File: src/hdl/rcmps_pkg.sv
// Shared types, constants and codes of the region column mean profile unit.
package rcmps_pkg;

    localparam int PIX_W      = 8;
    localparam int FRAME_W    = 13;
    localparam int START_W    = 12;
    localparam int COLIDX_W   = 12;
    localparam int MEAN_W     = 16;
    localparam int QUO_W      = 16;
    localparam int NUM_CH     = 4;
    localparam int CH_W       = 2;
    localparam int CFG_DATA_W = 13;
    localparam int CFG_IDX_W  = 3;

    // BT.601 luma: floor((299 R + 587 G + 114 B) / 1000), the divide done as a
    // multiply by ceil(2^28 / 1000) and a shift, exact over the whole range.
    localparam int WSUM_W  = 18;
    localparam int RECIP_W = 19;
    localparam int LUMA_SH = 28;
    localparam logic [9:0] LUMA_WR = 10'd299;
    localparam logic [9:0] LUMA_WG = 10'd587;
    localparam logic [9:0] LUMA_WB = 10'd114;
    localparam logic [RECIP_W-1:0] LUMA_RECIP = 19'd268436;

    localparam logic [FRAME_W-1:0] RST_FRAME_WIDTH  = 13'd4096;
    localparam logic [FRAME_W-1:0] RST_FRAME_HEIGHT = 13'd4096;
    localparam logic [START_W-1:0] RST_ROI_LEFT     = 12'd0;
    localparam logic [START_W-1:0] RST_ROI_TOP      = 12'd0;
    localparam logic [FRAME_W-1:0] RST_ROI_COLUMNS  = 13'd256;
    localparam logic [FRAME_W-1:0] RST_ROI_ROWS     = 13'd256;

    typedef enum logic [CFG_IDX_W-1:0] {
        REG_FRAME_WIDTH  = 3'd0,
        REG_FRAME_HEIGHT = 3'd1,
        REG_ROI_LEFT     = 3'd2,
        REG_ROI_TOP      = 3'd3,
        REG_ROI_COLUMNS  = 3'd4,
        REG_ROI_ROWS     = 3'd5
    } t_reg_idx;

    localparam logic REC_COLUMN = 1'b0;
    localparam logic REC_STAT   = 1'b1;

    localparam logic [CH_W-1:0] CH_RED   = 2'd0;
    localparam logic [CH_W-1:0] CH_GREEN = 2'd1;
    localparam logic [CH_W-1:0] CH_BLUE  = 2'd2;
    localparam logic [CH_W-1:0] CH_LUMA  = 2'd3;

    typedef struct packed {
        logic                record_kind;
        logic [COLIDX_W-1:0] column_index;
        logic [CH_W-1:0]     channel;
        logic [MEAN_W-1:0]   mean_red;
        logic [MEAN_W-1:0]   mean_green;
        logic [MEAN_W-1:0]   mean_blue;
        logic [MEAN_W-1:0]   mean_luma;
        logic [MEAN_W-1:0]   stat_max;
        logic [MEAN_W-1:0]   stat_min;
        logic [MEAN_W-1:0]   stat_avg;
        logic                last;
    } t_rec;

    typedef struct packed {
        logic            clear;
        logic            pix_load;
        logic            div_start;
        logic            div_sel_avg;
        logic            mean_store;
        logic            stat_upd;
        logic            col_rec_load;
        logic            col_next;
        logic            stat_rec_load;
        logic [CH_W-1:0] ch;
    } t_cmd;

    typedef struct packed {
        logic empty;
        logic row_last;
        logic col_last;
        logic div_done;
        logic out_free;
    } t_sts;

    typedef enum logic [3:0] {
        S_PIX,
        S_DRAIN,
        S_DIV_START,
        S_DIV_WAIT,
        S_STAT_UPD,
        S_COL_OUT,
        S_AVG_START,
        S_AVG_WAIT,
        S_STAT_OUT
    } t_state;

endpackage

File: src/hdl/rcmps_ctrl.sv
// Controller: sequences pixel intake, column-end divisions and record output.
module rcmps_ctrl import rcmps_pkg::*; (
    input  logic i_clk,
    input  logic i_rst_n,
    input  logic i_clear,
    input  logic i_pix_valid,
    output logic o_pix_ready,
    input  t_sts i_sts,
    output t_cmd o_cmd
);

    t_state          r_state, n_state;
    logic [CH_W-1:0] r_ch, n_ch;

    always_ff @(posedge i_clk) begin
        if (!i_rst_n) begin
            r_state <= S_PIX;
            r_ch    <= CH_RED;
        end else begin
            r_state <= n_state;
            r_ch    <= n_ch;
        end
    end

    assign o_pix_ready = r_state == S_PIX;

    always_comb begin
        n_state  = r_state;
        n_ch     = r_ch;
        o_cmd    = '0;
        o_cmd.ch = r_ch;
        if (i_clear) begin
            o_cmd.clear = 1'b1;
            n_state     = S_PIX;
            n_ch        = CH_RED;
        end else begin
            unique case (r_state)
                S_PIX: begin
                    if (i_pix_valid && !i_sts.empty) begin
                        o_cmd.pix_load = 1'b1;
                        if (i_sts.row_last) n_state = S_DRAIN;
                    end
                end
                S_DRAIN: begin
                    n_state = S_DIV_START;
                end
                S_DIV_START: begin
                    o_cmd.div_start = 1'b1;
                    n_state         = S_DIV_WAIT;
                end
                S_DIV_WAIT: begin
                    if (i_sts.div_done) begin
                        o_cmd.mean_store = 1'b1;
                        if (r_ch == CH_LUMA) begin
                            n_ch    = CH_RED;
                            n_state = S_STAT_UPD;
                        end else begin
                            n_ch    = r_ch + CH_W'(1);
                            n_state = S_DIV_START;
                        end
                    end
                end
                S_STAT_UPD: begin
                    o_cmd.stat_upd = 1'b1;
                    n_state        = S_COL_OUT;
                end
                S_COL_OUT: begin
                    if (i_sts.out_free) begin
                        o_cmd.col_rec_load = 1'b1;
                        if (i_sts.col_last) begin
                            n_state = S_AVG_START;
                        end else begin
                            o_cmd.col_next = 1'b1;
                            n_state        = S_PIX;
                        end
                    end
                end
                S_AVG_START: begin
                    o_cmd.div_start   = 1'b1;
                    o_cmd.div_sel_avg = 1'b1;
                    n_state           = S_AVG_WAIT;
                end
                S_AVG_WAIT: begin
                    if (i_sts.div_done) n_state = S_STAT_OUT;
                end
                S_STAT_OUT: begin
                    if (i_sts.out_free) begin
                        o_cmd.stat_rec_load = 1'b1;
                        if (r_ch == CH_LUMA) begin
                            o_cmd.clear = 1'b1;
                            n_ch        = CH_RED;
                            n_state     = S_PIX;
                        end else begin
                            n_ch    = r_ch + CH_W'(1);
                            n_state = S_AVG_START;
                        end
                    end
                end
                default: begin
                    n_state = S_PIX;
                end
            endcase
        end
    end

endmodule

File: config.mk
export PLATFORM = sky130hd
export DESIGN_NAME = rcmps_ctrl
export DESIGN_NICKNAME = d
export VERILOG_FILES = /design/src/hdl/rcmps_pkg.sv /design/src/hdl/rcmps_ctrl.sv
export SDC_FILE = /design/constraint.sdc
export NUM_CORES = 1
export LEC_CHECK = 0
export ABC_AREA = 1
export BUFFER_PORTS_ARGS = -buffer_cell sky130_fd_sc_hd__buf_4
export CAP_MARGIN = 5
export CORE_AREA = 10 10 47 49
export DETAILED_ROUTE_END_ITERATION = 8
export DIE_AREA = 0 0 57 59
export GPL_TIMING_DRIVEN = 0
export PLACE_DENSITY = 0.69
export SKIP_CTS_REPAIR_TIMING = 1
export SLEW_MARGIN = 15
export SYNTH_ARGS = -nofsm -noshare
export SYNTH_HDL_FRONTEND = slang
export SYNTH_SLANG_ARGS = --single-unit
File: constraint.sdc
create_clock -name i_clk -period 1.1 [get_ports i_clk]
set_input_delay 0.055 -clock i_clk [delete_from_list [all_inputs] [get_ports i_clk]]
set_output_delay 0.055 -clock i_clk [all_outputs]
set_load 0.1 [all_outputs]
Word-level counts from Yosys, hierarchy flattened:

Cells that the tools add are included.

* output and inout bits: 12
* flip-flop bits (word level): 6
* word-level logic and storage cells: 58
* input bits: 9

* bitwise operators: 1
* mux-type cells: 31
* reduce and logical (&&, ||, !) cells: 8
* add/subtract/negate cells: 1
* eq/ne operators: 15

Operator list (count)
* case mux 4 bit (9 select lines): 1
* two-way mux 4 bit: 6
* equality test 4 x 3 -> 1 bit (second input constant): 4
* two-way mux 1 bit: 14
* two-way mux 2 bit: 5
* two-way mux 3 bit: 3
* equality test 4 x 2 -> 1 bit (second input constant): 2
* two-way mux 8 bit: 1
* inequality test 2 bit (second input constant): 4
* AND reduction 6 bit: 1
* equality test 4 x 1 -> 1 bit (second input constant): 1
* equality test 4 bit (second input constant): 1
* logical NOT 4 bit: 1
* inequality test 2 x 1 -> 1 bit (second input constant): 2
* case mux 2 bit (2 select lines): 1
* OR reduction 2 bit: 2
* AND reduction 3 bit: 1
* adder 2 x 1 -> 2 bit (second input constant): 1
* equality test 2 bit (second input constant): 1
* nonzero test 2 bit: 1
* logical AND 1 bit: 1
* logical NOT 1 bit: 1
* inverter 1 bit: 1

Longest topological paths before layout:

Gate-level depths: netlist of the first run.

* depth in word-level cells: 5
* gate-level depth with buffers: 8
* depth with buffers taken out: 8

Least setup slack after synthesis of the first run:

No wires, ideal clock.

* path kind: register to output
* start point: register r_state[0]
* end point: output o_cmd[3] (netlist bit)
* buffers on the path: 0
* data arrival time: 3.515 ns
* cell stages (with the launch flop): 5
* required time: 1.045 ns
* slack: -2.470 ns
* cells stage by stage: dfxtp_1 inv_2 nor2_2 nand2_1 nor4_1

RTL lines
* start: declaration: line rcmps_ctrl.sv:12 `t_state r_state, n_state;`
* start signal: assignment: line rcmps_ctrl.sv:20 `r_state <= n_state;`
* end: declaration: line rcmps_ctrl.sv:9 `output t_cmd o_cmd`

==> results of run 1 <==
-- worst paths after layout --
path                            from                       to  slack (ns)
max          r_state[1]$_SDFFE_PP0P_                o_cmd[10]       -0.31
min                         i_sts[1]  r_state[1]$_SDFFE_PP0P_        0.15
min reg2reg  r_state[2]$_SDFFE_PP0P_  r_state[2]$_SDFFE_PP0P_        0.53
max reg2reg  r_state[1]$_SDFFE_PP0P_  r_state[0]$_SDFFE_PP0P_       -0.23
-- state kept, by name, indices dropped and copies added, names as in the netlist --
signal	cells
r_ch	2
r_state	4
-- power breakdown --
group / internal (mW) / switching (mW)
sequential: 0.214 / 0.0171
combinational: 0.141 / 0.232
clock: 0.138 / 0.0935
-- per-stage QoR --
step | setup WS (ns) | hold WS [ns] | std cells | setup TNS, ns | cell area, um2
floorplan | -0.704 | 0.208 | 92 | -3.34 | 689
global placement | -0.240 | 0.378 | 127 | -2.21 | 852
detailed placement | -0.248 | 0.388 | 127 | -2.33 | 852
CTS | -0.518 | 0.131 | 131 | -5.08 | 878
global route | -0.402 | 0.186 | 145 | -4.75 | 1180
finish | -0.315 | 0.147 | 145 | -3.65 | 1180
-- synthesized netlist by cell type --
| master | count |
|---|---|
| a21oi_1 | 5 |
| clkbuf_1 | 1 |
| dfxtp_1 | 6 |
| ha_1 | 1 |
| inv_1 | 12 |
| inv_2 | 3 |
| nand2_1 | 22 |
| nand2_2 | 1 |
| nand3_1 | 13 |
| nor2_1 | 13 |
| nor2_2 | 3 |
| nor2_4 | 2 |
| nor3_1 | 3 |
| nor4_1 | 2 |
| o21ai_0 | 1 |
| o21ai_1 | 4 |
-- per-layer routing --
metal  global-route usage  wire length, um  vias to the layer above
met2                0.195             1100                       17
met4               0.0302               35                        0
met3               0.0408              125                        4
li1                     -                -                      369
met1                0.109              783                      350
met5                    0                0                        -
-- cell families (layout without fill, tap and decap cells) --
group / count (synthesis) / after routing / share of synthesized area
simple gates: 59 / 59 / 0.528
buf+inv: 16 / 53 / 0.117
compound gates: 10 / 10 / 0.0973
flops: 6 / 6 / 0.234
fa+ha+maj: 1 / 1 / 0.0243
-- layout make-up --
type,count,area [um2]
plain buffers,1,5.00
clock buffers,4,26.3
fillers,89,216
inverters,15,70.1
multi-input cells,70,554
flip-flops and latches,6,143
well taps,16,20.0
repair buffers,33,367
-- worst register-to-register path, delay by kind of cell, from the launching register on --
| kind | cells | cell delay, ns |
|---|---|---|
| buffers and inverters | 2 | 0.21 |
| AND/OR/NAND/NOR | 5 | 0.51 |
| AO/OA/AOI/OAI | 1 | 0.13 |
| flip-flops | 1 | 0.37 |
-- placed cells by master (no fill, tap or decap), types with 2 or more instances in the layout --
| master | Yosys | routed |
|---|---|---|
| buf_4 | 0 | 20 |
| nand2_1 | 22 | 14 |
| nor2_4 | 2 | 9 |
| nand3_1 | 13 | 9 |
| inv_1 | 12 | 8 |
| nor2_1 | 13 | 8 |
| buf_12 | 0 | 8 |
| nand2_2 | 1 | 6 |
| dfxtp_4 | 0 | 6 |
| buf_6 | 0 | 5 |
| inv_4 | 0 | 4 |
| nand2_4 | 0 | 3 |
| nor3_4 | 0 | 3 |
| a21oi_1 | 5 | 3 |
| clkbuf_4 | 0 | 3 |
| nor4_4 | 0 | 2 |
| inv_2 | 3 | 2 |
| nand3_4 | 0 | 2 |
| nand3_2 | 0 | 2 |
| o21ai_1 | 4 | 2 |
| a21oi_2 | 0 | 2 |
| o21ai_2 | 0 | 2 |
==> impl_metrics.env, run 1 <==
export IMPL_yosys_area_top_type="dfxtp_1"
export IMPL_max_stage_delay_ns=0.37
export IMPL_power_leakage_nw=0.533
export IMPL_yosysWarnings=0
export IMPL_drc=0
export IMPL_tightest_slew_ns=0.469
export IMPL_cts_root_buf="clkbuf_4"
export IMPL_crit_chain="nor2_4, nand3_4, o21ai_4, buf_12"
export IMPL_critPathLaunchType="register"
export IMPL_irDropWorstVdd_v=0.000726
export IMPL_numCtsBuffers=3
export IMPL_place_congestion=0.817
export IMPL_period_share=1.29
export IMPL_clk_latency_ns=0.25
export IMPL_setup_slack_ns=-0.315
export IMPL_synth_seq_cells=6
export IMPL_vias_per_cell=5.10
export IMPL_crit_buf_inv=1
export IMPL_critPathMaxFanout=6
export IMPL_drt_initial_drc_count=13
export IMPL_cts_sinks=6
export IMPL_hold_viol=0
export IMPL_grt_max_degree=10
export IMPL_cp_top_family="flip-flops"
export IMPL_dieHeight_um=59
export IMPL_fin_util=0.846
export IMPL_drive_gt1_frac=0.651
export IMPL_layout_nets=140
export IMPL_fp_coreArea_um2=1400
export IMPL_synth_nets=102
export IMPL_dieArea_um2=3360
export IMPL_synth_cell_types=16
export IMPL_grt_pass1_wl_mm=2.95
export IMPL_maxCapViolCount=0
export IMPL_rsz0062_at_grt="true"
export IMPL_setup_violations=16
export IMPL_cp_slowest_cell="dfxtp_4"
export IMPL_hold_class="in2reg"
export IMPL_antenna_cells=0
export IMPL_slew_violations=0
export IMPL_syn_inst=92
export IMPL_worst_setup_path_type="reg2out"
export IMPL_globalRouteTotalUtil=0.106
export IMPL_start_util=0.367
export IMPL_area_growth_pct=130
export IMPL_synth_area_leaders="dfxtp_1, nand2_1, nand3_1"
export IMPL_vias=740
export IMPL_fp_row_count=14
export IMPL_worstPathRequired_ns=1.04
export IMPL_cts_tree="built"
export IMPL_total_power_mw=0.836
export IMPL_ant_nets=0
export IMPL_die_w_um=57
export IMPL_slew_headroom=0.687
export IMPL_yosysTopAreaCellShare=0.234
export IMPL_antenna_found_initial=0
export IMPL_violations="setup timing"
export IMPL_p_per_area_nw_per_um2=705
export IMPL_period_minus_slack_ns=1.41
export IMPL_routedWlPerCell_um=14.1
export IMPL_synthesis_area_um2=514
export IMPL_outcome="finished, violations left"
export IMPL_fin_skew_ns=0.00542
export IMPL_max_freq_ghz=0.707
export IMPL_routed_wl_mm=2.05
export IMPL_r2r_cells=8
export IMPL_cp_num_cells=4
export IMPL_pin_count=21
export IMPL_critPathArrivalTime_ns=1.36
export IMPL_port_buffer_count=19
export IMPL_drt_pass1_iter_count=4
export IMPL_clockBufferDepth=2
export IMPL_cp_end_kind="output pin"
export IMPL_avgSynthCellArea_um2=5.59
export IMPL_yosysSeqAreaShare=0.234
export IMPL_grt_pass1_vias=689
export IMPL_hpwl_mm=1.38
export IMPL_grt_ovfl_total=0
export IMPL_whs_path_depth=4
export IMPL_path_clk_slew_ns=0.05
export IMPL_htreeDepth=1
Power figures use the tool's default switching activity.
==> inputs of run 2 (changes only) <==
==> constraint.sdc (replaced) <==
create_clock -name i_clk -period 1.1 [get_ports i_clk]
set_input_delay 0.165 -clock i_clk [delete_from_list [all_inputs] [get_ports i_clk]]
set_output_delay 0.165 -clock i_clk [all_outputs]
set_load 0.1 [all_outputs]
==> run 2 against run 1 <==
Net effect:
- the run still ends with setup timing left
- final area shrank 1.1%
- largest cell class unchanged
- critical path type unchanged
- die area is the same
- worst hold slack gained 0.14 ns
- first-iteration DRC count grew 31%
- global-route usage shrank 1.1 points
==> impl_metrics.env, run 2 (synthesis gave the netlist of run 1 again) <==
export IMPL_outcome="finished, violations left"
export IMPL_violations="setup timing"
export IMPL_hold_start="i_sts[1]"
export IMPL_critPathArrivalTime_ns=1.38
export IMPL_tightest_slew_ns=0.471
export IMPL_cts_sinks=6
export IMPL_setup_slack_ns=-0.447
export IMPL_htreeDepth=1
export IMPL_r2r_cells=10
export IMPL_place_ws_ns=-0.369
export IMPL_rr_startpoint="r_state[1]$_SDFFE_PP0P_"
export IMPL_critPathMaxFanout=5
export IMPL_port_buffer_count=19
export IMPL_pin_count=21
export IMPL_tns_ns=-5.22
export IMPL_cp_end_kind="output pin"
export IMPL_start_util=0.367
export IMPL_hold_viol=0
export IMPL_fin_skew_ns=0.00570
export IMPL_globalRouteTotalUtil=0.0954
export IMPL_cts_tree="built"
export IMPL_rsz0062_at_grt="true"
export IMPL_grt_pass1_wl_mm=2.65
export IMPL_routedWlPerCell_um=14.7
export IMPL_final_common_cell="nand2_1"
export IMPL_dieArea_um2=3360
export IMPL_slew_violations=0
export IMPL_crit_buf_inv=2
export IMPL_max_stage_delay_ns=0.40
export IMPL_clk_latency_ns=0.25
export IMPL_cp_top_family="simple AND/OR/NAND/NOR gates"
export IMPL_numCtsBuffers=3
export IMPL_final_cell_mix="nand2_1, buf_4, nor2_4, nor2_1"
export IMPL_fp_coreArea_um2=1400
export IMPL_min_to="r_state[1]$_SDFFE_PP0P_"
export IMPL_antenna_found_initial=0
export IMPL_area_growth_pct=128
export IMPL_vias=728
export IMPL_maxCapViolCount=0
export IMPL_period_minus_slack_ns=1.55
export IMPL_max_freq_ghz=0.646
export IMPL_fp_row_count=14
export IMPL_worstPathRequired_ns=0.94
export IMPL_drc=0
export IMPL_p_per_area_nw_per_um2=700
export IMPL_fin_util=0.837
export IMPL_dieHeight_um=59
export IMPL_clockBufferDepth=2
export IMPL_power_leakage_nw=0.517
export IMPL_largest_register_ffs=4
export IMPL_irDropWorstVdd_v=0.000889
export IMPL_drive_gt1_frac=0.622
export IMPL_grt_ovfl_total=0
export IMPL_top_regs="r_state: 4 flops, r_ch: 2 flops"
export IMPL_grt_max_degree=10
export IMPL_path_clk_slew_ns=0.05
export IMPL_placed_area_um2=842
export IMPL_setup_violations=16
export IMPL_hpwl_mm=1.33
export IMPL_critPathLaunchType="register"
export IMPL_slew_headroom=0.686
export IMPL_cts_root_buf="clkbuf_4"
export IMPL_regToRegSetupSlack_ns=-0.35
export IMPL_final_cell_area_um2=1170
export IMPL_regMostFlops="r_state"
export IMPL_ant_nets=0
export IMPL_routed_wl_mm=2.11
export IMPL_worst_setup_path_type="reg2out"
export IMPL_whs_path_depth=4
export IMPL_r2r_end="r_state[2]$_SDFFE_PP0P_"
export IMPL_drt_initial_drc_count=17
export IMPL_die_w_um=57
export IMPL_crit_chain="inv_4, nor2_4, nand2_4, nor4_4, buf_6"
export IMPL_place_congestion=0.783
export IMPL_cp_num_cells=5
export IMPL_cp_slowest_cell="dfxtp_4"
export IMPL_vias_per_cell=5.09
export IMPL_period_share=1.41
export IMPL_hold_class="in2reg"
export IMPL_antenna_cells=0
export IMPL_layout_nets=138
export IMPL_grt_pass1_vias=632
export IMPL_fillers=77
export IMPL_drt_pass1_iter_count=4
## run 2: changes by cell type in the layout (fill, tap and decap cells not counted), sizes merged
cell / before / now
buf: 33 / 31
## run 2: final cells by class
cell class	count	area, um2	share of cell area
inverter	15	67.6	0.0576
clock buffer	4	26.3	0.0224
multi-input combinational	70	548	0.467
tap	16	20.0	0.0171
sequential	6	143	0.122
buffer	1	5.00	0.00427
timing repair buffer	31	363	0.309
## run 2: worst min-delay path, stage by stage
cell and delay (ns):
buf_4 0.10, nor2_1 0.04, nand2_1 0.11, a21oi_1 0.07
## run 2: metal layers
| metal | share of wire | up-vias | GRT usage |
|---|---|---|---|
| met2 | 0.55 | 20 | 0.166 |
| met1 | 0.39 | 342 | 0.106 |
| met4 | 0 | 0 | 0 |
| met5 | 0 | - | 0 |
| li1 | - | 366 | - |
| met3 | 0.063 | 0 | 0.0536 |
## run 2: how the worst max path moves through the flow
stage,startpoint,to,slack [ns]
2_1_floorplan,r_state[2]$_SDFFE_PP0P_,o_cmd[3],-0.81
4_1_cts,r_state[0]$_SDFFE_PP0P_,o_cmd[10],-0.64
5_1_grt,r_state[2]$_SDFFE_PP0P_,o_cmd[3],-0.50
3_5_place_dp,r_state[0]$_SDFFE_PP0P_,o_cmd[10],-0.37
6_report,r_state[2]$_SDFFE_PP0P_,o_cmd[3],-0.45
3_3_place_gp,r_state[0]$_SDFFE_PP0P_,o_cmd[10],-0.38
## run 2: where the power goes
group / internal [mW] / switching (mW)
registers: 0.214 / 0.0183
clock network: 0.138 / 0.0845
logic: 0.139 / 0.227
total: 0.491 / 0.330
## run 2: per-stage QoR
| step | hold slack, ns | std cells | total power, mW |
|---|---|---|---|
| after CTS | 0.258 | 131 | 0.729 |
| after global routing | 0.302 | 143 | 0.869 |
| after floorplan | 0.361 | 92 | 0.438 |
| final | 0.287 | 143 | 0.820 |
| after global placement | 0.508 | 127 | 0.499 |
| after detailed placement | 0.518 | 127 | 0.500 |
