$ cat config.mk
export PLATFORM = sky130hd
export DESIGN_NAME = rcmps_cfg
export DESIGN_NICKNAME = d
export VERILOG_FILES = /design/src/hdl/rcmps_pkg.sv /design/src/hdl/rcmps_cfg.sv
export SDC_FILE = /design/constraint.sdc
export NUM_CORES = 1
export LEC_CHECK = 0
export BUFFER_PORTS_ARGS = -buffer_cell sky130_fd_sc_hd__buf_2
export CAP_MARGIN = 20
export CORE_ASPECT_RATIO = 0.5
export CORE_MARGIN = 2
export CORE_UTILIZATION = 62
export DETAILED_ROUTE_END_ITERATION = 8
export PLACE_DENSITY = 0.86
export SETUP_SLACK_MARGIN = 0.5
export SLEW_MARGIN = 20
export SYNTH_ARGS = -nofsm -noshare
export SYNTH_HDL_FRONTEND = slang
export SYNTH_SLANG_ARGS = --single-unit
$ cat constraint.sdc
create_clock -name i_clk -period 8.55 [get_ports i_clk]
set_input_delay 0.4275 -clock i_clk [delete_from_list [all_inputs] [get_ports i_clk]]
set_output_delay 0.4275 -clock i_clk [all_outputs]
set_load 0.005 [all_outputs]
$ cat src/hdl/rcmps_pkg.sv
// Shared types, constants and codes of the region column mean profile unit.
package rcmps_pkg;

    localparam int PIX_W      = 8;
    localparam int FRAME_W    = 13;
    localparam int START_W    = 12;
    localparam int COLIDX_W   = 12;
    localparam int MEAN_W     = 16;
    localparam int QUO_W      = 16;
    localparam int NUM_CH     = 4;
    localparam int CH_W       = 2;
    localparam int CFG_DATA_W = 13;
    localparam int CFG_IDX_W  = 3;

    // BT.601 luma: floor((299 R + 587 G + 114 B) / 1000), the divide done as a
    // multiply by ceil(2^28 / 1000) and a shift, exact over the whole range.
    localparam int WSUM_W  = 18;
    localparam int RECIP_W = 19;
    localparam int LUMA_SH = 28;
    localparam logic [9:0] LUMA_WR = 10'd299;
    localparam logic [9:0] LUMA_WG = 10'd587;
    localparam logic [9:0] LUMA_WB = 10'd114;
    localparam logic [RECIP_W-1:0] LUMA_RECIP = 19'd268436;

    localparam logic [FRAME_W-1:0] RST_FRAME_WIDTH  = 13'd4096;
    localparam logic [FRAME_W-1:0] RST_FRAME_HEIGHT = 13'd4096;
    localparam logic [START_W-1:0] RST_ROI_LEFT     = 12'd0;
    localparam logic [START_W-1:0] RST_ROI_TOP      = 12'd0;
    localparam logic [FRAME_W-1:0] RST_ROI_COLUMNS  = 13'd256;
    localparam logic [FRAME_W-1:0] RST_ROI_ROWS     = 13'd256;

    typedef enum logic [CFG_IDX_W-1:0] {
        REG_FRAME_WIDTH  = 3'd0,
        REG_FRAME_HEIGHT = 3'd1,
        REG_ROI_LEFT     = 3'd2,
        REG_ROI_TOP      = 3'd3,
        REG_ROI_COLUMNS  = 3'd4,
        REG_ROI_ROWS     = 3'd5
    } t_reg_idx;

    localparam logic REC_COLUMN = 1'b0;
    localparam logic REC_STAT   = 1'b1;

    localparam logic [CH_W-1:0] CH_RED   = 2'd0;
    localparam logic [CH_W-1:0] CH_GREEN = 2'd1;
    localparam logic [CH_W-1:0] CH_BLUE  = 2'd2;
    localparam logic [CH_W-1:0] CH_LUMA  = 2'd3;

    typedef struct packed {
        logic                record_kind;
        logic [COLIDX_W-1:0] column_index;
        logic [CH_W-1:0]     channel;
        logic [MEAN_W-1:0]   mean_red;
        logic [MEAN_W-1:0]   mean_green;
        logic [MEAN_W-1:0]   mean_blue;
        logic [MEAN_W-1:0]   mean_luma;
        logic [MEAN_W-1:0]   stat_max;
        logic [MEAN_W-1:0]   stat_min;
        logic [MEAN_W-1:0]   stat_avg;
        logic                last;
    } t_rec;

    typedef struct packed {
        logic            clear;
        logic            pix_load;
        logic            div_start;
        logic            div_sel_avg;
        logic            mean_store;
        logic            stat_upd;
        logic            col_rec_load;
        logic            col_next;
        logic            stat_rec_load;
        logic [CH_W-1:0] ch;
    } t_cmd;

    typedef struct packed {
        logic empty;
        logic row_last;
        logic col_last;
        logic div_done;
        logic out_free;
    } t_sts;

    typedef enum logic [3:0] {
        S_PIX,
        S_DRAIN,
        S_DIV_START,
        S_DIV_WAIT,
        S_STAT_UPD,
        S_COL_OUT,
        S_AVG_START,
        S_AVG_WAIT,
        S_STAT_OUT
    } t_state;

endpackage

$ cat src/hdl/rcmps_cfg.sv
// Configuration registers and clamping of the region to the frame.
module rcmps_cfg import rcmps_pkg::*; #(
    parameter int MAX_SIDE = 4096,
    localparam int LEN_W = $clog2(MAX_SIDE + 1)
) (
    input  logic                  i_clk,
    input  logic                  i_rst_n,
    input  logic                  i_we,
    input  logic [CFG_IDX_W-1:0]  i_index,
    input  logic [CFG_DATA_W-1:0] i_data,
    output logic                  o_clear,
    output logic [LEN_W-1:0]      o_cols,
    output logic [LEN_W-1:0]      o_rows
);

    localparam int CW = (LEN_W > FRAME_W) ? LEN_W : FRAME_W;

    logic [FRAME_W-1:0] r_frame_width, r_frame_height, r_roi_columns, r_roi_rows;
    logic [START_W-1:0] r_roi_left, r_roi_top;
    logic               known;

    // Saturate the frame side, pull the start inside it, then trim the length.
    function automatic logic [LEN_W-1:0] clamp_span(
        input logic [FRAME_W-1:0] frame,
        input logic [START_W-1:0] start,
        input logic [FRAME_W-1:0] len
    );
        logic [CW-1:0] f, s, l, room;
        f = CW'(frame);
        s = CW'(start);
        l = CW'(len);
        if (f == '0) f = CW'(1);
        if (f > CW'(MAX_SIDE)) f = CW'(MAX_SIDE);
        if (s > f - CW'(1)) s = f - CW'(1);
        room = f - s;
        if (l > room) l = room;
        return LEN_W'(l);
    endfunction

    always_comb begin
        unique case (i_index) inside
            REG_FRAME_WIDTH, REG_FRAME_HEIGHT, REG_ROI_LEFT,
            REG_ROI_TOP, REG_ROI_COLUMNS, REG_ROI_ROWS: known = 1'b1;
            default: known = 1'b0;
        endcase
    end

    assign o_clear = i_we && known;

    always_ff @(posedge i_clk) begin
        if (!i_rst_n) begin
            r_frame_width  <= RST_FRAME_WIDTH;
            r_frame_height <= RST_FRAME_HEIGHT;
            r_roi_left     <= RST_ROI_LEFT;
            r_roi_top      <= RST_ROI_TOP;
            r_roi_columns  <= RST_ROI_COLUMNS;
            r_roi_rows     <= RST_ROI_ROWS;
        end else if (i_we) begin
            unique case (i_index)
                REG_FRAME_WIDTH:  r_frame_width  <= i_data;
                REG_FRAME_HEIGHT: r_frame_height <= i_data;
                REG_ROI_LEFT:     r_roi_left     <= i_data[START_W-1:0];
                REG_ROI_TOP:      r_roi_top      <= i_data[START_W-1:0];
                REG_ROI_COLUMNS:  r_roi_columns  <= i_data;
                REG_ROI_ROWS:     r_roi_rows     <= i_data;
                default: ;
            endcase
        end
    end

    assign o_cols = clamp_span(r_frame_width, r_roi_left, r_roi_columns);
    assign o_rows = clamp_span(r_frame_height, r_roi_top, r_roi_rows);

endmodule

### Yosys cells after proc, flatten, opt, wreduce, memory -nomap -nowiden

Cells that the tools add are included.

* bits in registers: 76
* input bits: 19
* output and inout port bits: 27
* logic and storage cells: 41

* $add $sub $neg: 4
* $lt $le $gt $ge: 6
* eq/ne operators: 5
* muxes and demuxes: 9
* reduce and logical (&&, ||, !) cells: 11

Operators by type and width (number)
* two-way mux 13 bit: 8
* greater-than comparator 12 x 13 -> 1 bit: 2
* greater-than comparator 13 bit: 2
* greater-than comparator 13 bit, second input constant: 2
* zero test 13 bit: 2
* subtractor 13 x 1 -> 13 bit, second input constant: 2
* subtractor 13 bit: 2
* AND reduction 2 bit: 6
* equality test 3 x 2 -> 1 bit, second input constant: 2
* equality test 3 bit, second input constant: 2
* OR reduction 6 bit: 1
* equality test 3 x 1 -> 1 bit, second input constant: 1
* zero test 3 bit: 1
* logical AND 1 bit: 1
* two-way mux 1 bit: 1

### Logic depth before layout (Yosys ltp)

Gate-level depths: netlist of run 1.

* word-level depth: 10
* mapped depth: 35
* depth with buffers taken out: 33

### Least setup slack after synthesis of run 1

Ideal clock, no wire load.

* path type: flip-flop to output port
* start point: register r_frame_height[12]
* end point: output port o_rows[10]
* arrival: 7.307 ns
* required time: 8.123 ns
* setup slack: 0.815 ns
* cell stages (with the launch flop): 32
* buffers on the path: 4
* cells stage by stage: dfxtp_1 -> clkbuf_1 -> clkbuf_1 -> o21bai_1 -> ha_1 -> o21ai_0 -> or3_1 -> xor2_1 -> ha_1 -> a2111oi_0 -> a211oi_1 -> o31ai_2 -> clkbuf_1 -> nor2_1 -> a21oi_1 -> ha_1 -> fa_1 -> nor2b_1 -> o31ai_1 -> a21oi_1 -> o31ai_1 -> nand2_1 -> maj3_1 -> xnor2_1 -> ha_1 -> nand3_1 -> or2_2 -> a21oi_1 -> o22ai_1 -> nor2_1 -> clkbuf_1 -> mux2i_1

* longest elaborated chain between the ends: 10

Ends and longest elaborated chain
* start: declaration: RTL line rcmps_cfg.sv:18 `logic [FRAME_W-1:0] r_frame_width, r_frame_height, r_roi_columns, r_roi_rows;`
* start signal: assignment: RTL line rcmps_cfg.sv:61 `REG_FRAME_HEIGHT: r_frame_height <= i_data;`
* zero test 13 bit: RTL line rcmps_cfg.sv:32 `if (f == '0) f = CW'(1);`
* two-way mux 13 bit *: RTL line rcmps_cfg.sv:32
* greater-than comparator 13 bit: RTL line rcmps_cfg.sv:33 `if (f > CW'(MAX_SIDE)) f = CW'(MAX_SIDE);`
* two-way mux 13 bit *: RTL line rcmps_cfg.sv:33
* subtractor 13 x 1 -> 13 bit: RTL line rcmps_cfg.sv:34 `if (s > f - CW'(1)) s = f - CW'(1);`
* greater-than comparator 12 x 13 -> 1 bit: RTL line rcmps_cfg.sv:34
* two-way mux 13 bit: RTL line rcmps_cfg.sv:34
* subtractor 13 bit *: RTL line rcmps_cfg.sv:35 `room = f - s;`
* greater-than comparator 13 bit: RTL line rcmps_cfg.sv:36 `if (l > room) l = room;`
* two-way mux 13 bit *: RTL line rcmps_cfg.sv:36
* end: declaration: RTL line rcmps_cfg.sv:13 `output logic [LEN_W-1:0] o_rows`

Mark *: on every way between the ends. The rest lies on a longest branch, timed or not.

### Final worst setup path of run 1

* start point: register r_frame_width[4]
* end point: output port o_cols[0]

* longest elaborated chain between the ends: 10

Ends and longest elaborated chain
* start: declaration: RTL line rcmps_cfg.sv:18
* start signal: assignment: RTL line rcmps_cfg.sv:60 `REG_FRAME_WIDTH: r_frame_width <= i_data;`
* zero test 13 bit: RTL line rcmps_cfg.sv:32
* two-way mux 13 bit *: RTL line rcmps_cfg.sv:32
* greater-than comparator 13 bit: RTL line rcmps_cfg.sv:33
* two-way mux 13 bit *: RTL line rcmps_cfg.sv:33
* subtractor 13 x 1 -> 13 bit: RTL line rcmps_cfg.sv:34
* greater-than comparator 12 x 13 -> 1 bit: RTL line rcmps_cfg.sv:34
* two-way mux 13 bit: RTL line rcmps_cfg.sv:34
* subtractor 13 bit *: RTL line rcmps_cfg.sv:35
* greater-than comparator 13 bit: RTL line rcmps_cfg.sv:36
* two-way mux 13 bit *: RTL line rcmps_cfg.sv:36
* end: declaration: RTL line rcmps_cfg.sv:12 `output logic [LEN_W-1:0] o_cols,`

Marked as above.

==> results of run 1 <==
[area by class of cell]
cell class / instances / area, µm²
clock inverters: 2 / 35.03
well taps: 140 / 175.2
repair buffers: 68 / 410.4
multi-input cells: 714 / 4822
fillers: 752 / 2789
flip-flops and latches: 76 / 1525
inverters: 38 / 142.6
clock buffers: 13 / 250.2
[worst max-delay path by stage]
stage / start / endpoint / slack, ns / cells after the start
after global placement: r_frame_width[4] / o_cols[1] / 0.40 / 31
after floorplan: r_frame_height[12] / o_rows[10] / 0.82 / 31
after global routing: r_frame_width[4] / o_cols[10] / 0.43 / 32
final: r_frame_width[4] / o_cols[0] / 0.80 / 35
after detailed placement: r_frame_width[4] / o_cols[0] / 0.06 / 31
after CTS: r_frame_width[4] / o_cols[10] / 0.50 / 32
[stage by stage]
| step | hold WS, ns | setup WS, ns |
|---|---|---|
| final | 0.4119 | 0.8047 |
| after global routing | 0.4110 | 0.4330 |
| after CTS | 0.3924 | 0.5035 |
| after detailed placement | 0.4588 | 0.06435 |
| after global placement | 0.4564 | 0.4044 |
| after floorplan | 0.4435 | 0.8151 |
[cell families after synthesis]
| family | synth area share (%) |
|---|---|
| xor gates and xnor gates | 3.396 |
| AOI/OAI and AO/OA | 25.95 |
| buffers and inverters | 4.269 |
| DFF | 23.60 |
| adders and majority gates | 15.14 |
| muxes | 2.018 |
| and+or+nand+nor | 25.64 |
[power by group through the flow]
stage,Clock (W),Combinational [W],Sequential [W]
final,0.000367,0.000262,0.000373
after global routing,0.000386,0.000288,0.000373
after CTS,0.000368,0.000243,0.000372
after detailed placement,0,0.000231,0.000379
after global placement,0,0.000225,0.000379
after floorplan,0,0.000170,0.000375
[worst reg2reg max path, delay by kind of cell (launching register included)]
kind	cells	cell delay (ns)
AOI/OAI and AO/OA	1	0.16
DFF	1	0.31
buffers and inverters	1	0.34
[metal layers]
metal,vias to the layer above,track usage [%],share of wire [%]
met1,3002,42.94,44
met4,0,12.00,3.1
met2,287,48.75,44
met5,-,0,0
li1,3123,-,-
met3,51,3.713,8.6
[placed cells by master, fill, tap and decap left out, types with 6 or more instances in the layout]
master	instances
o211ai_1	6
buf_2	45
xnor2_1	12
nand2_1	192
buf_4	22
nor3_1	16
inv_1	38
a21o_1	9
a21oi_1	34
dfxtp_1	73
nand3_1	19
nand2b_1	9
xor2_1	12
o21a_1	16
a21boi_0	73
nor2b_1	24
mux2i_1	13
nand4_1	6
o21ai_0	41
clkbuf_16	9
ha_1	70
nor2_1	49
[sequential cells by signal (all words and copies together) (netlist names)]
signal,flops
r_roi_left,12
r_roi_columns,13
r_frame_width,13
r_roi_rows,13
r_frame_height,13
r_roi_top,12
[what timing repair did]
action,in CTS,in global routing
setup endpoints to repair,25,26
gates resized for setup,14,32
pin swaps,4,11
buffers inserted,8,9
gates cloned,0,1
==> results_dict.tcl, run 1 <==
set metrics [dict create \
    outcome "completed" \
    core_area_um2 10150 \
    syn2layout_area_growth_pct 14.17 \
    max_cap_violations 0 \
    switchingPower_w 0.0002892 \
    post-route-util_pct 72.52 \
    r2r.worst_path.cells 2 \
    cp_data_required_time_ns 8.12 \
    max_stage_delay_ns 0.57 \
    fin_crit_ns 7.745 \
    critPathLaunchType "register" \
    combPwrFrac_pct 26.1 \
    fin_area_um2 7361 \
    setup_viol_count_final 0 \
    netlist_area_um2 6447 \
    finalMaxSlewViolations 0 \
    gp_congestion 1.037 \
    fp-row-count 26 \
    drt_wl_total_um 17900 \
    cts_buffer_depth 2 \
    async_reset_ff_share_pct 0 \
    drcViolationCount 0 \
    synth_cell_types 70 \
    slowest_stage "or4_4" \
    syn_avg_cell_area_um2 7.497 \
    io_pins 46 \
    whs_path_depth 3 \
    fp.dieW_um 148.2 \
    die-height_um 76.11 \
    clock.fmax_mhz 129.1 \
    cts_root_buf "clkbuf_16" \
    synth_enable_flop_cells 0 \
    grt_pass1_wl_um 28230 \
    yosysTopAreaCell "dfxtp_1" \
    port_buffers 45 \
    initial_utilization_pct 63.52 \
    cp_max_fo 12 \
    syn-instance-count 860 \
    clk_pin_slew_ns 0.06 \
    synth_top_area_share_pct 23.60 \
    syn-num-nets 955 \
    pwr-share-clk_pct 36.7 \
    hold_violations 0 \
    hp-class "primary input to register" \
    switching_share_pct 28.87 \
    r2r-start "r_frame_width[12]" \
    drive_above_1_share_pct 14.82 \
    overflow 0 \
    final.setup.tns_ns 0 \
    cts.sinks 76 \
    cp.arrival_ns 7.32 \
    hold_end "r_frame_height[12]" \
    cts_buffers 9 \
    h-tree-depth 3 \
    vdd_drop_max_mv 0.1220 \
    total_power_w 0.001002 \
    path_delay_family "simple AND/OR/NAND/NOR gates" \
    intPower_w 0.0007126 \
    fin_skew_ns 0 \
    placed_area_um2 6773 \
    clock_latency_ns 0.32 \
    synth_warnings 0 \
    worst_slew_pin_slew_ns 1.036 \
    timing.rr.end "r_frame_width[12]" \
    p_per_area_nw_per_um2 136.1 \
    cts_hold_buf 0 \
    ys_top_cells_by_area "dfxtp_1, ha_1, nand2_1" \
    synth.cells.most_frequent "nand2_1, dfxtp_1, a21boi_0, ha_1, nor2_1" \
    end_kind "output port" \
    dpl.cell_count 1018 \
    wl_per_cell_um 17.03 \
    dpl.hpwl_um 12790 \
    rsz0062_at_grt "false" \
    antenna_cells 0 \
    cp_num_buf_inv 6 \
    nNetsFinal 1002 \
    instances_no_fill 1051 \
    ys.flop_type "dfxtp_1" \
    min_period_over_period_pct 90.59 \
    antenna_found_initial 0 \
    grt_max_degree 77 \
    fp.dieArea_um2 11280 \
    ant_nets 0 \
    firstDrtPassIters 7 \
    critical_path_class "register to output port" \
    vias 6463 \
    leakagePower_nw 3.065 \
    slew_headroom_pct 30.91 \
    viasPerCell 6.149 \
    track_usage_pct 30.77 \
    synthMostInstantiatedCell "nand2_1" \
    crit_top_cell "buf_4" \
    drt_iter0_markers 594 \
    ys_ff_latch 76 \
    rrSetupSlack_ns 7.56 \
    grt_pass1_vias 5815 \
    seq_area_frac_synth_pct 23.60 \
    power_frac_seq_pct 37.2 \
    worstHoldStart "i_data[12]" \
    cts_tree "yes" \
]
No activity file was read; power rests on OpenSTA's default activity.
==> run 2: changes to the inputs <==
--- a/config.mk
+++ b/config.mk
@@ -9,10 +9,10 @@
 export CAP_MARGIN = 20
 export CORE_ASPECT_RATIO = 0.5
 export CORE_MARGIN = 2
-export CORE_UTILIZATION = 62
+export CORE_UTILIZATION = 56
 export DETAILED_ROUTE_END_ITERATION = 8
-export PLACE_DENSITY = 0.86
-export SETUP_SLACK_MARGIN = 0.5
+export PLACE_DENSITY = 0.82
+export SETUP_SLACK_MARGIN = 0.02
 export SLEW_MARGIN = 20
 export SYNTH_ARGS = -nofsm -noshare
 export SYNTH_HDL_FRONTEND = slang
==> constraint.sdc (replaced) <==
create_clock -name i_clk -period 6.9 [get_ports i_clk]
set_input_delay 0.345 -clock i_clk [delete_from_list [all_inputs] [get_ports i_clk]]
set_output_delay 0.345 -clock i_clk [all_outputs]
set_load 0.005 [all_outputs]
==> results_dict.tcl, run 2 (synthesis results as in run 1) <==
set metrics [dict create \
    outcome "finished with violations" \
    violations "negative setup slack" \
    fin_skew_ns 0 \
    max_cap_violations 0 \
    cp_max_fo 7 \
    whs_path_depth 3 \
    worst_slew_pin_slew_ns 1.061 \
    hold_end "r_roi_rows[12]" \
    drive_above_1_share_pct 31.68 \
    clock.fmax_mhz 135.3 \
    gp_congestion 0.9476 \
    io_pins 46 \
    track_usage_pct 33.76 \
    grt_max_degree 77 \
    routedLengthMet1_um 9101 \
    cp_num_buf_inv 8 \
    cts_buffers 9 \
    layout.area.seq_um2 1546 \
    rrSetupSlack_ns 5.74 \
    p_per_area_nw_per_um2 164.8 \
    firstDrtPassIters 7 \
    port_buffers 45 \
    die-height_um 79.88 \
    hold_slack_ns 0.3281 \
    dr_wl_met2_um 10850 \
    path_delay_family "simple AND/OR/NAND/NOR gates" \
    r2r-start "r_frame_width[12]" \
    slowest_stage "or4_4" \
    antenna_found_initial 0 \
    cts_buffer_depth 2 \
    slew_headroom_pct 29.24 \
    drcViolationCount 0 \
    timing.rr.end "r_frame_width[12]" \
    h-tree-depth 3 \
    cts_root_buf "clkbuf_16" \
    finalMaxSlewViolations 0 \
    vdd_drop_max_mv 0.1464 \
    vias 7334 \
    post-route-util_pct 78.51 \
    critPathLaunchType "register" \
    leakagePower_nw 3.709 \
    num-fill-cells 649 \
    max_stage_delay_ns 0.56 \
    core_area_um2 11110 \
    syn2layout_area_growth_pct 35.34 \
    viasPerCell 6.366 \
    fp.dieArea_um2 12440 \
    dr_wl_met3_um 2121 \
    setup_viol_count_final 25 \
    grt_pass1_vias 6813 \
    end_kind "output port" \
    cp.arrival_ns 7.05 \
    crit_path_start "r_frame_width[7]" \
    drt_iter0_markers 805 \
    hp-class "primary input to register" \
    min_period_over_period_pct 107.2 \
    final.setup.tns_ns -7.492 \
    clock_latency_ns 0.33 \
    highest_layer "met4" \
    antenna_cells 0 \
    cts_tree "yes" \
    grt_pass1_wl_um 33280 \
    fin_crit_ns 7.393 \
    clk_pin_slew_ns 0.06 \
    r2r.worst_path.cells 3 \
    setup_slack_ns -0.4935 \
    ant_nets 0 \
    wl_per_cell_um 20.03 \
    overflow 0 \
    crit_top_cell "buf_4" \
    multi_input_area_um2 5375 \
    nNetsFinal 1098 \
    cp_data_required_time_ns 6.55 \
    critical_path_class "register to output port" \
    initial_utilization_pct 58.01 \
    fp-row-count 27 \
    worstHoldStart "i_data[12]" \
    dpl.hpwl_um 14010 \
    drt_wl_total_um 23080 \
    fp.dieW_um 155.7 \
    final_cell_mix "nand2_1, buf_4, a21boi_0" \
    cts.sinks 76 \
    final_common_cell "nand2_1" \
    rsz0062_at_grt "true" \
    hold_violations 0 \
]
run 2: timing repair:
item                       in CTS  in global routing
setup endpoints to repair      26                 26
pin swaps                      47                 50
hold buffers                    0                  0
buffers inserted               33                 22
resized for setup              73                 73
cloned                          2                  0
run 2: where the power goes:
group / internal (W) / switching, W
Combinational: 0.000231 / 0.000248
Sequential: 0.000448 / 0.0000115
Clock: 0.000325 / 0.000176
Total: 0.00100 / 0.000435
run 2: per-stage QoR:
stage               cell area (µm²)  instances  worst slack, ns   power, W
finish                         8726       1152          -0.4935   0.001438
global route                   8726       1152          -0.6943   0.001487
CTS                            8228       1132          -0.2451   0.001359
detailed placement             7347       1082          -0.3273  0.0008057
global placement               7347       1082         -0.07714  0.0007941
floorplan                      6644        860          0.02450  0.0006977
run 2: final cells by class:
cell class / instances / share of cell area [%]
clock inverter: 4 / 0.8460
inverter: 38 / 1.635
sequential: 76 / 17.72
timing repair buffer: 164 / 13.34
multi-input combinational: 714 / 61.60
clock buffer: 11 / 2.782
tap: 145 / 2.079
run 2: metal layers:
layer,up-vias,GRT usage (%)
li1,3321,-
met1,3474,42.18
met2,437,57.12
met3,102,5.049
met4,0,17.61
met5,-,0
run 2: tightest hold or removal path: cells and delay by family:
family | cells | cell delay, ns
AND/OR/NAND/NOR | 1 | 0.06
buffers and inverters | 1 | 0.14
AO/OA/AOI/OAI | 1 | 0.06
run 2: how the worst max path moves through the flow:
stage	endpoint	slack [ns]	depth (start not counted)
after floorplan	o_cols[0]	0.02	34
after global placement	o_cols[10]	-0.08	32
after detailed placement	o_cols[10]	-0.33	32
after CTS	o_cols[10]	-0.25	32
after global routing	o_cols[5]	-0.69	37
final	o_cols[6]	-0.49	37
